==> src/hdl/ttcg_pkg.sv <==
// ----------------------------------------------------------------------------
// ttcg_pkg
// Shared types and constants for the thermal throttle and core gate block.
// ----------------------------------------------------------------------------
package ttcg_pkg;

	localparam int CFG_IDX_W  = 3;
	localparam int CFG_DATA_W = 32;

	// register indexes
	localparam logic [CFG_IDX_W-1:0] REG_THROTTLE_FLOOR     = 3'd0;
	localparam logic [CFG_IDX_W-1:0] REG_HOT_MARGIN         = 3'd1;
	localparam logic [CFG_IDX_W-1:0] REG_FREQ_HOT_CAP       = 3'd2;
	localparam logic [CFG_IDX_W-1:0] REG_FREQ_WARM_CAP      = 3'd3;
	localparam logic [CFG_IDX_W-1:0] REG_FREQ_UNTHROTTLED   = 3'd4;
	localparam logic [CFG_IDX_W-1:0] REG_CORE_GATING_ENABLE = 3'd5;
	localparam logic [CFG_IDX_W-1:0] REG_CORE0_OFF_PERMIT   = 3'd6;
	localparam logic [CFG_IDX_W-1:0] REG_CAPS_USER_CHANGED  = 3'd7;

	// reset values
	localparam logic [6:0]  RST_THROTTLE_FLOOR   = 7'd55;
	localparam logic [2:0]  RST_HOT_MARGIN       = 3'd5;
	localparam logic [31:0] RST_FREQ_HOT_CAP     = 32'd800000;
	localparam logic [31:0] RST_FREQ_WARM_CAP    = 32'd1113600;
	localparam logic [31:0] RST_FREQ_UNTHROTTLED = 32'hFFFF_FFFF;
	localparam logic [31:0] RST_CURRENT_CAP      = 32'hFFFF_FFFF;

	// cap release point sits this many degrees under the threshold
	localparam logic signed [9:0] RELEASE_MARGIN = 10'sd5;

	typedef struct packed {
		logic [6:0]  throttle_floor;
		logic [2:0]  hot_margin;
		logic [31:0] freq_hot_cap;
		logic [31:0] freq_warm_cap;
		logic [31:0] freq_unthrottled;
		logic        core_gating_enable;
		logic        core0_off_permit;
		logic        caps_user_changed;
	} cfg_t;

	typedef struct packed {
		logic [7:0]  online_request;
		logic [31:0] freq_cap;
		logic        cap_changed;
		logic        is_throttling;
		logic        cap_writes_locked;
	} res_t;

endpackage

==> src/hdl/ttcg_cfg.sv <==
// ----------------------------------------------------------------------------
// ttcg_cfg
// Configuration register file; cap writes are refused while core 0 lock is set.
// ----------------------------------------------------------------------------
module ttcg_cfg (
	input  logic                               clk,
	input  logic                               arst_n,
	input  logic                               cfg_we,
	input  logic [ttcg_pkg::CFG_IDX_W-1:0]     cfg_index,
	input  logic [ttcg_pkg::CFG_DATA_W-1:0]    cfg_wdata,
	input  logic                               lock,
	output ttcg_pkg::cfg_t                     cfg
);
	import ttcg_pkg::*;

	cfg_t cfg_q;

	always_ff @(posedge clk or negedge arst_n) begin
		if (!arst_n) begin
			cfg_q.throttle_floor     <= RST_THROTTLE_FLOOR;
			cfg_q.hot_margin         <= RST_HOT_MARGIN;
			cfg_q.freq_hot_cap       <= RST_FREQ_HOT_CAP;
			cfg_q.freq_warm_cap      <= RST_FREQ_WARM_CAP;
			cfg_q.freq_unthrottled   <= RST_FREQ_UNTHROTTLED;
			cfg_q.core_gating_enable <= 1'b1;
			cfg_q.core0_off_permit   <= 1'b0;
			cfg_q.caps_user_changed  <= 1'b0;
		end else if (cfg_we) begin
			case (cfg_index)
				REG_THROTTLE_FLOOR:     cfg_q.throttle_floor <= cfg_wdata[6:0];
				REG_HOT_MARGIN:         cfg_q.hot_margin <= cfg_wdata[2:0];
				REG_FREQ_HOT_CAP:       if (!lock) cfg_q.freq_hot_cap <= cfg_wdata;
				REG_FREQ_WARM_CAP:      if (!lock) cfg_q.freq_warm_cap <= cfg_wdata;
				REG_FREQ_UNTHROTTLED:   cfg_q.freq_unthrottled <= cfg_wdata;
				REG_CORE_GATING_ENABLE: cfg_q.core_gating_enable <= cfg_wdata[0];
				REG_CORE0_OFF_PERMIT:   cfg_q.core0_off_permit <= cfg_wdata[0];
				REG_CAPS_USER_CHANGED:  cfg_q.caps_user_changed <= cfg_wdata[0];
				default: ;
			endcase
		end
	end

	assign cfg = cfg_q;

endmodule

==> src/hdl/ttcg_core.sv <==
// ----------------------------------------------------------------------------
// ttcg_core
// Band rules, core 0 rule and cap hysteresis for one sample; holds the
// throttle, cap and lock state.
// ----------------------------------------------------------------------------
module ttcg_core #(
	parameter int NUM_CORES = 8
) (
	input  logic                 clk,
	input  logic                 arst_n,
	input  ttcg_pkg::cfg_t       cfg,
	input  logic                 upd,
	input  logic signed [7:0]    temperature,
	input  logic [7:0]           online_now,
	output ttcg_pkg::res_t       res,
	output logic                 lock
);
	import ttcg_pkg::*;

	localparam logic [7:0] ALL_MASK =
		(NUM_CORES >= 8) ? 8'hFF : 8'(({8'd0, 8'd1} << NUM_CORES) - 16'd1);

	logic        throttle_q;
	logic [31:0] cap_q;
	logic        lock_q;

	logic              lock_d;
	logic [7:0]        m0;
	logic [7:0]        m;
	logic              may_drop;
	logic signed [9:0] t_w, thr_w, hot_w, rel_w;
	logic              throttle_d;
	logic [31:0]       cap_d;

	always_comb begin
		lock_d = lock_q;
		m0 = online_now;
		if (!online_now[0]) begin
			lock_d = 1'b1;
			if (!cfg.core0_off_permit) m0[0] = 1'b1;
		end
	end

	assign may_drop = cfg.core0_off_permit && !cfg.caps_user_changed;

	always_comb begin
		m = m0;
		if (cfg.core_gating_enable) begin
			if (NUM_CORES == 8) begin
				if (temperature > 8'sd80) begin
					m = m & ~8'hCE;
					if (may_drop) m[0] = 1'b0;
				end else if (temperature > 8'sd55 && temperature <= 8'sd65) begin
					m = (m | 8'hC0) & ~8'h0E;
					if (may_drop) m[0] = 1'b0;
				end else if (temperature > 8'sd45 && temperature <= 8'sd50) begin
					m = (m | 8'h03) & ~8'h0C;
				end else if (temperature == 8'sd40) begin
					m = m | ALL_MASK;
				end
			end else if (NUM_CORES == 4) begin
				if (temperature > 8'sd80) begin
					m = m & ~8'h0E;
				end else if (temperature > 8'sd70 && temperature <= 8'sd75) begin
					m = (m | 8'h02) & ~8'h0C;
				end else if (temperature > 8'sd60 && temperature <= 8'sd65) begin
					m = (m | 8'h04) & ~8'h08;
				end else if (temperature == 8'sd55) begin
					m = m | ALL_MASK;
				end
			end
		end
	end

	// cap hysteresis in 10-bit signed so a low threshold releases below zero
	assign t_w   = {{2{temperature[7]}}, temperature};
	assign thr_w = signed'({3'b000, cfg.throttle_floor});
	assign hot_w = thr_w + signed'({7'd0, cfg.hot_margin});
	assign rel_w = thr_w - RELEASE_MARGIN;

	always_comb begin
		throttle_d = throttle_q;
		cap_d      = cap_q;
		if (throttle_q && t_w < rel_w) begin
			cap_d      = cfg.freq_unthrottled;
			throttle_d = 1'b0;
		end else if (t_w >= hot_w) begin
			cap_d      = cfg.freq_hot_cap;
			throttle_d = 1'b1;
		end else if (t_w > thr_w) begin
			cap_d      = cfg.freq_warm_cap;
			throttle_d = 1'b1;
		end
	end

	always_ff @(posedge clk or negedge arst_n) begin
		if (!arst_n) begin
			throttle_q <= 1'b0;
			cap_q      <= RST_CURRENT_CAP;
			lock_q     <= 1'b0;
		end else if (upd) begin
			throttle_q <= throttle_d;
			cap_q      <= cap_d;
			lock_q     <= lock_d;
		end
	end

	assign res.online_request    = m;
	assign res.freq_cap          = cap_d;
	assign res.cap_changed       = (cap_d != cap_q);
	assign res.is_throttling     = throttle_d;
	assign res.cap_writes_locked = lock_d;
	assign lock = lock_q;

`ifndef SYNTHESIS
	a_lock_sticky: assert property (@(posedge clk) disable iff (!arst_n)
		lock_q |=> lock_q)
		else $error("core 0 lock cleared without reset");

	a_state_hold: assert property (@(posedge clk) disable iff (!arst_n)
		!upd |=> ($stable(cap_q) && $stable(throttle_q) && $stable(lock_q)))
		else $error("state moved with no sample");

	a_throttle_cap: assert property (@(posedge clk) disable iff (!arst_n)
		$rose(throttle_q) |->
			(cap_q == $past(cfg.freq_hot_cap) || cap_q == $past(cfg.freq_warm_cap)))
		else $error("throttle entered without hot or warm cap");

	a_release_cap: assert property (@(posedge clk) disable iff (!arst_n)
		$fell(throttle_q) |-> (cap_q == $past(cfg.freq_unthrottled)))
		else $error("throttle released without unthrottled cap");
`endif

endmodule

==> src/hdl/thermal_throttle_and_core_gate.sv <==
// ----------------------------------------------------------------------------
// thermal_throttle_and_core_gate
// Per-tick core online request and frequency cap from a temperature sample.
//
//   channel  signals                                     direction
//   in       in_valid, in_stall, temperature, online_now  request in
//   out      out_valid, out_stall, online_request,        result out
//            freq_cap, cap_changed, is_throttling,
//            cap_writes_locked
//   cfg      cfg_we, cfg_index, cfg_wdata                 register write
//
// One request per cycle while in_stall is low; a request passes through the input register, then the result register.
// Band compares and cap select sit between the two registers; state updates
// when a request moves into the result register.
// Reset sets the configuration and state registers to their defaults and empties both stages.
// in_stall rises only when both stages are full and out_stall is high.
// ----------------------------------------------------------------------------
module thermal_throttle_and_core_gate #(
	parameter int NUM_CORES = 8
) (
	input  logic                             clk,
	input  logic                             arst_n,
	input  logic                             in_valid,
	output logic                             in_stall,
	input  logic signed [7:0]                temperature,
	input  logic [7:0]                       online_now,
	output logic                             out_valid,
	input  logic                             out_stall,
	output logic [7:0]                       online_request,
	output logic [31:0]                      freq_cap,
	output logic                             cap_changed,
	output logic                             is_throttling,
	output logic                             cap_writes_locked,
	input  logic                             cfg_we,
	input  logic [ttcg_pkg::CFG_IDX_W-1:0]   cfg_index,
	input  logic [ttcg_pkg::CFG_DATA_W-1:0]  cfg_wdata
);
	import ttcg_pkg::*;

	cfg_t cfg;
	res_t res;
	logic lock;

	logic              v_s1, v_s2;
	logic signed [7:0] temp_s1;
	logic [7:0]        mask_s1;
	res_t              res_s2;
	logic              adv1;

	assign adv1     = v_s1 && (!v_s2 || !out_stall);
	assign in_stall = v_s1 && !adv1;

	always_ff @(posedge clk or negedge arst_n) begin
		if (!arst_n) begin
			v_s1 <= 1'b0;
			v_s2 <= 1'b0;
		end else begin
			if (!in_stall) v_s1 <= in_valid;
			if (adv1) v_s2 <= 1'b1;
			else if (!out_stall) v_s2 <= 1'b0;
		end
	end

	always_ff @(posedge clk) begin
		if (in_valid && !in_stall) begin
			temp_s1 <= temperature;
			mask_s1 <= online_now;
		end
		if (adv1) res_s2 <= res;
	end

	ttcg_cfg u_cfg (
		.clk       (clk),
		.arst_n    (arst_n),
		.cfg_we    (cfg_we),
		.cfg_index (cfg_index),
		.cfg_wdata (cfg_wdata),
		.lock      (lock),
		.cfg       (cfg)
	);

	ttcg_core #(
		.NUM_CORES (NUM_CORES)
	) u_core (
		.clk         (clk),
		.arst_n      (arst_n),
		.cfg         (cfg),
		.upd         (adv1),
		.temperature (temp_s1),
		.online_now  (mask_s1),
		.res         (res),
		.lock        (lock)
	);

	assign out_valid         = v_s2;
	assign online_request    = res_s2.online_request;
	assign freq_cap          = res_s2.freq_cap;
	assign cap_changed       = res_s2.cap_changed;
	assign is_throttling     = res_s2.is_throttling;
	assign cap_writes_locked = res_s2.cap_writes_locked;

`ifndef SYNTHESIS
	a_adv_fills_out: assert property (@(posedge clk) disable iff (!arst_n)
		adv1 |=> out_valid)
		else $error("request advanced but no result shown");

	a_stall_needs_full: assert property (@(posedge clk) disable iff (!arst_n)
		in_stall |-> (v_s1 && v_s2 && out_stall))
		else $error("input stalled with room in the pipe");

	a_no_stall_when_s2_free: assert property (@(posedge clk) disable iff (!arst_n)
		(v_s1 && !v_s2) |-> !in_stall)
		else $error("input stalled while result stage empty");
`endif

endmodule
==> config.mk <==
export PLATFORM = sky130hd
export DESIGN_NAME = thermal_throttle_and_core_gate
export DESIGN_NICKNAME = d
export VERILOG_FILES = /design/src/hdl/ttcg_pkg.sv /design/src/hdl/ttcg_cfg.sv /design/src/hdl/ttcg_core.sv /design/src/hdl/thermal_throttle_and_core_gate.sv
export SDC_FILE = /design/constraint.sdc
export NUM_CORES = 1
export LEC_CHECK = 0
export BUFFER_PORTS_ARGS = -buffer_cell sky130_fd_sc_hd__buf_2
export CORE_MARGIN = 1.5
export CORE_UTILIZATION = 37
export DETAILED_ROUTE_END_ITERATION = 6
export GPL_TIMING_DRIVEN = 0
export PLACE_DENSITY_LB_ADDON = 0.15
export SYNTH_ARGS = -nofsm -noshare
export SYNTH_HDL_FRONTEND = slang
export SYNTH_SLANG_ARGS = --single-unit
==> constraint.sdc <==
create_clock -name clk -period 3.15 [get_ports clk]
set_input_delay 0.1575 -clock clk [delete_from_list [all_inputs] [get_ports clk]]
set_output_delay 0.1575 -clock clk [all_outputs]
set_load 0.02 [all_outputs]
==> flow_summary_export.csv, run 1 <==
group,metric,value,unit
placed_design,pre_cts_slack,-0.9571,ns
routing,m1WireLength,14410,um
timing,worstMarginPinSlew,1.213,ns
global_routing,grt_overflow,0,
placed_design,gp_congestion,0.9077,
cts,cts_made_buffers,24,
floorplanning,rows,61,
run,cap_viol_max_count,0,
routing,drc_errors,0,
timing,min_period_over_period,1.148,
timing,fin_skew,0.01002,ns
synth,netlist-cell-type-count,65,
layout,drive_gt1_frac,0.3150,
synth,synth.avg_cell_area,11.41,um2
layout,fin_area,13040,um2
timing,rsz0062_at_grt,"true",
hold_path,min_path_type,"in -> reg",
pwr,switching_share,0.3546,
synth,yosysTopAreaCellShare,0.2150,
synth,netlist_instances,921,
setup_path,critPathLaunchType,"register",
timing,final.setup.tns,-18.87,ns
synth,synth.area.top_cells,"dfstp_2, edfxtp_1, dfrtp_1, mux2_2, xnor2_1",
routing,route.met3.wl,1505,um
routing,routed_via_density,5.104,
routing,num_vias,7682,
cts,cts_sinks,204,
pwr,leakagePower,5.553,nW
timing,finalSetupViolCount,67,
global_routing,grt_max_degree,93,
floorplanning,core_area,27860,um2
pwr,ir_drop,0.0003577,V
pwr,pwr-share-seq,0.376,
setup_path,critPathCaptureType,"register",
pwr,p_clk_frac,0.269,
synth,synth_top_flop_cell,"dfstp_2",
cts,clk_latency,0.52,ns
timing,fin_hold_ws,0.02580,ns
synth,syn_nets,1006,
cts,htree_levels,1,
cts,clk_path_buf_depth,3,
timing,slew_viol_final,0,
global_routing,antenna_found_initial,0,
timing,finalWorstSetupSlack,-0.4673,ns
cts,cts.clk_slew.worst_paths,0.06,ns
synth,yosysWarnings,0,
setup_path,critPathTopFamily,"compound AO/OA/AOI/OAI gates",
outcome,outcome,"finished with violations",
setup_path,cp_slowest_stage_delay,0.56,ns
routing,routed_wl,29890,um
setup_path,path_class,"reg -> reg",
global_routing,grt_pass1_vias,7629,
pwr,switching_power,0.003748,W
synth,synth_edf_count,59,
routing,wl_per_cell,19.86,um
routing,ant_nets,0,
setup_path,critPathSlowestCell,"dfstp_2",
floorplanning,dieArea,29430,um2
timing,min_period,3.617,ns
routing,firstDrtPassIters,5,
layout,mostFrequentLayoutCells,"nand2_1, buf_2, dfstp_2",
layout,area_delta_synth_final,24.04,%
layout,num_antenna_cells,0,
global_routing,grt_first_pass_wirelength,45330,um
floorplanning,ios,101,
layout,layout_commonest_cell,"nand2_1",
timing,hold_viol_final,0,
setup_path,worstPathCellList,"ha_4 -> inv_2 -> fa_2 -> nor2b_1 -> o21ai_1 -> nor3_2 -> xnor2_1 -> ha_1 -> a21o_1 -> a21oi_2 -> o32ai_2 -> a21oi_4 -> buf_6 -> mux2i_1 -> o2111ai_1 -> a221o_1",
pwr,cellPowerDensity,810.9,nW/um2
setup_path,worstPathMaxFanout,4,
timing,max_freq,276.4,MHz
routing,drt_iter0_markers,571,
outcome,violations,"setup timing",
routing,met2_length,13390,um
setup_path,arrival,3.87,ns
pwr,internal_power,0.006823,W
global_routing,grt_use_total,0.2069,
floorplanning,die_x,171.5,um
setup_path,path_buf_inv,2,
placed_design,port_buffers,100,
synth,async_flop_share,0.7108,
synth,synth_top_cell_by_area,"dfstp_2",
synth,netlist_area,10510,um2
synth,yosysSeqAreaShare,0.5240,
setup_path,required,3.41,ns
placed_design,place_hpwl,20640,um
pwr,share_comb_of_total_power,0.355,
routing,top_layer,"met4",
layout,nets,1194,
cts,cts_tree,"done",
cts,clockRootBuffer,"clkbuf_16",
floorplanning,initial_core_util,0.3773,
placed_design,dpl_cell_area,11540,um2
timing,max_slew_margin,0.1895,
floorplanning,die_h,171.5,um
synth,synth_seq_cells,204,
## per-stage QoR
stage / util / total power (W) / instances
after detailed placement: 0.4141 / 0.007609 / 1400
after global routing: 0.4680 / 0.01116 / 1505
final: 0.4680 / 0.01057 / 1505
after CTS: 0.4675 / 0.01064 / 1505
after global placement: 0.4128 / 0.007587 / 1399
after floorplan: - / 0.006437 / 921
## final cells by class
class / instances / area (um2)
fillers: 2607 / 14820
flip-flops and latches: 204 / 5508
multi-input cells: 616 / 4622
repair buffers: 162 / 1131
clock buffers: 34 / 699.4
well taps: 378 / 473.0
plain buffers: 64 / 356.6
inverters: 37 / 138.9
clock inverters: 10 / 107.6
## routing by layer
metal	vias up	global-route usage
met1	3812	0.3010
met3	39	0.03198
met4	0	0.05187
met5	-	0
li1	3653	-
met2	178	0.3209
## cell families (layout without fill, tap and decap cells)
group,after synthesis,after routing,synth area share
muxes,126,126,0.1311
AOI/OAI and AO/OA,153,153,0.09750
adders and majority gates,29,29,0.03524
xor gates and xnor gates,85,85,0.07155
and+or+nand+nor,223,223,0.09964
DFF,204,204,0.5240
buffers and inverters,101,307,0.04095
## final timing paths
path,start,end,slack (ns),depth (start not counted)
max,u_cfg.cfg[102],cap_changed,-0.47,16
min,cfg_index[0],u_cfg.cfg[0],0.03,3
max reg2reg,u_cfg.cfg[102],cap_changed,-0.47,16
min reg2reg,v_s1,out_valid,0.47,1
max in group asynchronous,arst_n,u_core.cap_q[10],1.99,3
min in group asynchronous,arst_n,u_cfg.cfg[89],0.31,2
## sequential cells by signal (all words and copies together), names as in the netlist
signal,count
cap_changed,1
cap_writes_locked,1
freq_cap,32
is_throttling,1
mask_s1,8
online_request,8
out_valid,1
temp_s1,8
u_cfg.cfg,109
u_core.cap_q,32
u_core.lock,1
u_core.throttle_q,1
v_s1,1
## power groups by stage
stage               combinational (W)  clock (W)  sequential [W]
floorplan                     0.00234          0         0.00410
global placement              0.00357          0         0.00401
detailed placement            0.00359          0         0.00402
CTS                           0.00375    0.00291         0.00398
global route                  0.00410    0.00300         0.00406
finish                        0.00375    0.00284         0.00398
## worst register-to-register path, stage by stage (launching register included)
cell       delay (ns)
dfstp_2          0.56
ha_4             0.14
inv_2            0.03
fa_2             0.33
nor2b_1          0.12
o21ai_1          0.10
nor3_2           0.14
xnor2_1          0.15
ha_1             0.27
a21o_1           0.17
a21oi_2          0.14
o32ai_2          0.10
a21oi_4          0.20
buf_6            0.15
mux2i_1          0.19
o2111ai_1        0.17
a221o_1          0.40
## Yosys cell counts (3+ instances only)
| cell | instances |
|---|---|
| xor2_1 | 26 |
| mux2_1 | 13 |
| mux2i_1 | 33 |
| nand3_1 | 11 |
| nor3_1 | 6 |
| buf_1 | 3 |
| buf_2 | 14 |
| dfstp_2 | 86 |
| nand2_1 | 117 |
| nand4_1 | 12 |
| a21oi_1 | 17 |
| a31oi_1 | 34 |
| nor2_1 | 36 |
| o31ai_1 | 3 |
| buf_6 | 3 |
| inv_1 | 36 |
| o211ai_1 | 34 |
| nand2b_1 | 5 |
| o22ai_1 | 6 |
| edfxtp_1 | 59 |
| a21o_1 | 7 |
| o21a_1 | 6 |
| nand3b_1 | 4 |
| clkbuf_1 | 41 |
| o21ai_0 | 24 |
| dfrtp_1 | 59 |
| nor3b_1 | 4 |
| buf_4 | 3 |
| xnor2_1 | 58 |
| ha_1 | 28 |
| nor4_1 | 8 |
| nor2b_1 | 4 |
| nor4_2 | 3 |
| mux2_2 | 80 |
## what timing repair did
item,in CTS,in global routing
setup endpoints to repair,67,67
hold buffers,54,0
pin swaps,9,0
gates cloned,0,0
setup buffers,8,0
endpoints found under the hold margin,162,0
gates resized for setup,21,3
No activity file was read; power rests on OpenSTA's default activity.
==> run 2: changes to the inputs <==
- CAP_MARGIN: default -> 10
- SETUP_SLACK_MARGIN: default -> 0.15
==> run 2 against run 1 <==
Against the previous run:
- the flow still finishes with violations (setup timing)
- fmax is 1.9% lower
- worst hold slack better by 0.015 ns
- first-iteration DRC count down 8.9%
- final cell count rose by 1.5%
==> flow_summary_export.csv, run 2 (same netlist as run 1, synthesis figures left out) <==
group,metric,value,unit
outcome,outcome,"finished with violations",
outcome,violations,"setup timing",
global_routing,antenna_found_initial,0,
layout,num_antenna_cells,0,
routing,drt_iter0_markers,520,
floorplanning,core_area,27860,um2
floorplanning,initial_core_util,0.3773,
placed_design,port_buffers,100,
timing,rsz0062_at_grt,"true",
pwr,switching_power,0.003903,W
timing,finalWorstSetupSlack,-0.5359,ns
floorplanning,die_x,171.5,um
setup_path,arrival,3.94,ns
cts,cts.clk_slew.worst_paths,0.06,ns
layout,post-route-util,0.4877,
placed_design,place_hpwl,20630,um
setup_path,critPathCaptureType,"register",
timing,slew_viol_final,0,
global_routing,grt_max_degree,84,
run,cap_viol_max_count,0,
cts,clockRootBuffer,"clkbuf_16",
pwr,p_clk_frac,0.265,
setup_path,path_class,"reg -> reg",
routing,num_vias,7834,
layout,nets,1217,
cts,clk_path_buf_depth,3,
timing,finalSetupViolCount,67,
global_routing,grt_pass1_vias,7731,
placed_design,dpl_cell_area,11540,um2
timing,max_slew_margin,0.1985,
timing,worstMarginPinSlew,1.199,ns
placed_design,gp_congestion,0.8954,
routing,wl_per_cell,19.96,um
layout,area_delta_synth_final,29.26,%
global_routing,grt_use_total,0.2107,
timing,min_period_over_period,1.170,
cts,cts_made_buffers,24,
timing,min_period,3.686,ns
layout,largest_reg_flops,109,
pwr,pwr-share-seq,0.361,
floorplanning,ios,101,
layout,fin_area,13590,um2
routing,ant_nets,0,
layout,layout_commonest_cell,"buf_2",
cts,htree_levels,1,
pwr,internal_power,0.007155,W
pwr,switching_share,0.3529,
layout,drive_gt1_frac,0.3583,
routing,firstDrtPassIters,5,
floorplanning,die_h,171.5,um
cts,cts_sinks,204,
timing,fin_skew,0.01301,ns
hold_path,min_path_type,"in -> reg",
timing,final.setup.tns,-22.15,ns
cts,clk_latency,0.52,ns
timing,hold_viol_final,0,
global_routing,grt_first_pass_wirelength,46260,um
pwr,leakagePower,5.808,nW
global_routing,grt_overflow,0,
pwr,ir_drop,0.0004338,V
floorplanning,dieArea,29430,um2
routing,routed_wl,30500,um
setup_path,worstPathMaxFanout,4,
cts,cts_tree,"done",
pwr,cellPowerDensity,814.0,nW/um2
routing,routed_via_density,5.127,
pwr,share_comb_of_total_power,0.375,
layout,mostFrequentLayoutCells,"buf_2, nand2_1, dfstp_2",
setup_path,critPathLaunchType,"register",
timing,max_freq,271.3,MHz
routing,drc_errors,0,
floorplanning,rows,61,
setup_path,required,3.40,ns
timing,fin_hold_ws,0.04039,ns
## run 2: layer usage
layer,part of all wire,track usage,wire [um]
met5,0,0,0
met4,0.023,0.05950,701
met3,0.053,0.03244,1617
met2,0.45,0.3223,13580
met1,0.48,0.3079,14600
## run 2: critical path: stages, from the launching register on
cell and delay, ns:
dfstp_2 0.56, ha_4 0.13, inv_2 0.03, fa_2 0.35, nor2b_2 0.14, o21ai_2 0.07, nor3_2 0.13, xnor2_1 0.15
ha_1 0.27, a21o_1 0.17, a21oi_2 0.15, o32ai_2 0.09, a21oi_2 0.25, buf_6 0.17, mux2i_1 0.19, o2111ai_1 0.16
a221o_1 0.41
## run 2: path summary, 6_finish.rpt
check	slack [ns]	end	depth (start not counted)	start
max in group asynchronous	2.07	u_cfg.cfg[3]	3	arst_n
min in group asynchronous	0.19	u_cfg.cfg[89]	2	arst_n
worst max-delay path	-0.54	cap_changed	16	u_cfg.cfg[102]
worst min register to register	0.48	out_valid	1	v_s1
worst min-delay path	0.04	u_cfg.cfg[0]	3	cfg_index[0]
worst max register to register	-0.54	cap_changed	16	u_cfg.cfg[102]
## run 2: area by class of cell
| type | instances | area (um2) |
|---|---|---|
| flip-flops and latches | 204 | 5508 |
| plain buffers | 64 | 377.9 |
| multi-input cells | 616 | 4723 |
| well taps | 378 | 473.0 |
| fillers | 2612 | 14270 |
| clock buffers | 31 | 688.2 |
| repair buffers | 185 | 1529 |
| inverters | 37 | 138.9 |
| clock inverters | 13 | 147.6 |
## run 2: what timing repair did
item                                    4_1_cts  5_1_grt
hold buffers                                 54        0
setup buffers                                13       11
hold endpoints to repair                    152        0
gates resized for setup                      37       50
gates cloned                                  6        0
endpoints found under the setup margin       67       67
pin swaps                                    28       35
## run 2: power groups by stage
| stage | registers, W | logic (W) | clock network (W) |
|---|---|---|---|
| 2_1_floorplan | 0.00410 | 0.00234 | 0 |
| 3_3_place_gp | 0.00401 | 0.00357 | 0 |
| 3_5_place_dp | 0.00402 | 0.00359 | 0 |
| 4_1_cts | 0.00399 | 0.00392 | 0.00298 |
| 5_1_grt | 0.00406 | 0.00449 | 0.00308 |
| 6_report | 0.00399 | 0.00414 | 0.00293 |
## run 2: stage by stage
step	std cells	total power (W)	setup WS [ns]
after floorplan	921	0.006437	-0.2452
after global placement	1399	0.007587	-1.282
after detailed placement	1400	0.007611	-0.9738
after CTS	1517	0.01089	-0.5176
after global routing	1528	0.01163	-0.6753
final	1528	0.01106	-0.5359
==> run 3: changes to the inputs <==
- CORE_MARGIN: 1.5 -> default
==> run 3 against run 2 <==
Against the previous run:
- the run still ends with setup timing left
- final cell count is 0.79% lower
- die area is 1.2% lower
- non-clock buffer count is 9 lower
- first-iteration DRC count is 9.0% lower
- worst hold slack better by 0.013 ns
- via count hardly changed
- sequential cell count stayed put
- fmax is 0.79% higher
- clock skew is 0.0038 ns higher
- critical path type unchanged
- largest cell class unchanged
==> flow_summary_export.csv, run 3 (same netlist as run 1, synthesis figures left out) <==
group,metric,value,unit
setup_path,worstPathCellList,"ha_4 -> inv_2 -> fa_2 -> nor2b_1 -> o21ai_2 -> nor3_2 -> xnor2_1 -> ha_1 -> a21o_1 -> a21oi_2 -> o32ai_2 -> a21oi_2 -> buf_6 -> mux2i_1 -> o2111ai_1 -> a221o_1",
layout,area_delta_synth_final,26.20,%
timing,min_period_over_period,1.161,
routing,routed_via_density,5.164,
timing,worstMarginPinSlew,1.199,ns
setup_path,critPathCaptureType,"register",
global_routing,grt_first_pass_wirelength,45770,um
routing,wl_per_cell,19.79,um
cts,cts_sinks,204,
setup_path,reg2reg_from,"u_cfg.cfg[102]",
setup_path,r2r_cells,16,
layout,layout_commonest_cell,"buf_2",
layout,nets,1207,
timing,max_freq,273.5,MHz
placed_design,port_buffers,100,
floorplanning,rows,61,
cts,htree_levels,1,
global_routing,grt_use_total,0.2105,
setup_path,worstPathMaxFanout,4,
pwr,cellPowerDensity,804.9,nW/um2
pwr,internal_power,0.006884,W
setup_path,critPathLaunchType,"register",
routing,ant_nets,0,
timing,fin_hold_ws,0.05364,ns
timing,min_period,3.657,ns
global_routing,grt_pass1_vias,7697,
hold_path,min_path_type,"in -> reg",
layout,fill_cells,2622,
timing,slew_viol_final,0,
layout,drive_gt1_frac,0.3348,
floorplanning,die_h,170.5,um
timing,finalWorstSetupSlack,-0.5069,ns
cts,cts_made_buffers,23,
pwr,share_comb_of_total_power,0.370,
pwr,leakagePower,5.666,nW
floorplanning,die_x,170.5,um
hold_path,min_to,"u_cfg.cfg[0]",
global_routing,grt_overflow,0,
setup_path,path_class,"reg -> reg",
cts,clockRootBuffer,"clkbuf_16",
timing,rsz0062_at_grt,"true",
setup_path,cp_common_cell,"a21oi_2",
floorplanning,core_area,27860,um2
setup_path,critPathSlowestCell,"dfstp_2",
pwr,switching_share,0.3552,
layout,final_cells,1516,
setup_path,required,3.40,ns
setup_path,arrival,3.91,ns
pwr,pwr-share-seq,0.373,
pwr,p_clk_frac,0.257,
global_routing,antenna_found_initial,0,
timing,hold_viol_final,0,
timing,fin_skew,0.01678,ns
placed_design,gp_congestion,0.9236,
setup_path,rrSetupSlack,-0.51,ns
floorplanning,ios,101,
timing,max_slew_margin,0.1986,
routing,drt_iter0_markers,473,
setup_path,r2r-end,"cap_changed",
run,cap_viol_max_count,0,
placed_design,dp_cells,1400,
layout,num_antenna_cells,0,
global_routing,grt_max_degree,94,
cts,cts.clk_slew.worst_paths,0.06,ns
outcome,violations,"setup timing",
placed_design,place_hpwl,20530,um
routing,firstDrtPassIters,5,
floorplanning,dieArea,29080,um2
cts,clk_path_buf_depth,3,
cts,clk_latency,0.51,ns
routing,num_vias,7828,
timing,finalSetupViolCount,67,
routing,drc_errors,0,
pwr,switching_power,0.003791,W
setup_path,cp_slowest_stage_delay,0.56,ns
layout,largest_reg_flops,109,
outcome,outcome,"finished with violations",
layout,mostFrequentLayoutCells,"buf_2, nand2_1, dfstp_2",
hold_path,hp-start,"cfg_index[0]",
cts,cts_tree,"done",
hold_path,holdPathStages,3,
routing,routed_wl,30000,um
floorplanning,initial_core_util,0.3773,
pwr,ir_drop,0.0003708,V
run 3: cell count changes in the layout (fill, tap and decap cells not counted), moves of 2 or more:
cell       change
buf_12         -6
buf_16         -6
clkbuf_1       +2
clkbuf_16      +3
clkinv_2       -2
nand2_1       +16
nand2_2       -15
run 3: cell type report:
type	instances	area [um2]	area share
sequential	204	5508	0.4152
multi-input combinational	616	4672	0.3522
timing repair buffer	176	1338	0.1008
clock buffer	32	670.6	0.05056
tap	378	473.0	0.03566
buffer	64	366.6	0.02764
inverter	37	138.9	0.01047
clock inverter	9	97.59	0.007358
run 3: per-stage QoR:
stage | instance area (um2) | setup slack [ns] | TNS [ns] | power [W] | util
finish | 13260 | -0.5069 | -21.31 | 0.01068 | 0.4761
global route | 13260 | -0.6137 | -30.34 | 0.01127 | 0.4761
CTS | 12930 | -0.5107 | -23.17 | 0.01051 | 0.4640
detailed placement | 11540 | -0.9614 | -53.44 | 0.007616 | 0.4141
global placement | 11500 | -1.249 | -132.02 | 0.007586 | 0.4128
floorplan | 10530 | -0.2452 | -9.338 | 0.006437 | -
run 3: worst max-delay path, delay by kind of cell, from the launching register on:
| kind | cells | cell delay, ns |
|---|---|---|
| flops | 1 | 0.56 |
| xor+xnor | 1 | 0.14 |
| buf+inv | 2 | 0.20 |
| compound gates | 7 | 1.31 |
| simple gates | 2 | 0.27 |
| mux | 1 | 0.18 |
| fa+ha+maj | 3 | 0.74 |
run 3: power groups by stage:
stage,Combinational (W),Sequential (W),Clock (W)
3_3_place_gp,0.00357,0.00401,0
3_5_place_dp,0.00360,0.00402,0
6_report,0.00395,0.00398,0.00274
5_1_grt,0.00431,0.00406,0.00290
2_1_floorplan,0.00234,0.00410,0
4_1_cts,0.00372,0.00398,0.00281
run 3: how the worst max path moves through the flow:
stage | start | end | depth (start not counted)
6_report | u_cfg.cfg[102] | cap_changed | 16
5_1_grt | u_cfg.cfg[102] | freq_cap[1] | 19
4_1_cts | u_cfg.cfg[102] | cap_changed | 16
3_5_place_dp | u_cfg.cfg[102] | freq_cap[16] | 17
3_3_place_gp | out_valid | freq_cap[17] | 5
2_1_floorplan | u_cfg.cfg[102] | cap_changed | 15
run 3: per-layer routing:
metal	wire length [um]	track usage
met5	0	0
met4	690	0.05954
met3	1788	0.03794
met2	13580	0.3239
met1	13940	0.3018
run 3: what timing repair did:
action / 4_1_cts / 5_1_grt
hold endpoints to repair: 174 / 0
resized for setup: 11 / 43
gates cloned: 0 / 4
hold buffers: 54 / 0
pin swaps: 7 / 18
buffers inserted: 6 / 11
endpoints found under the setup margin: 67 / 67
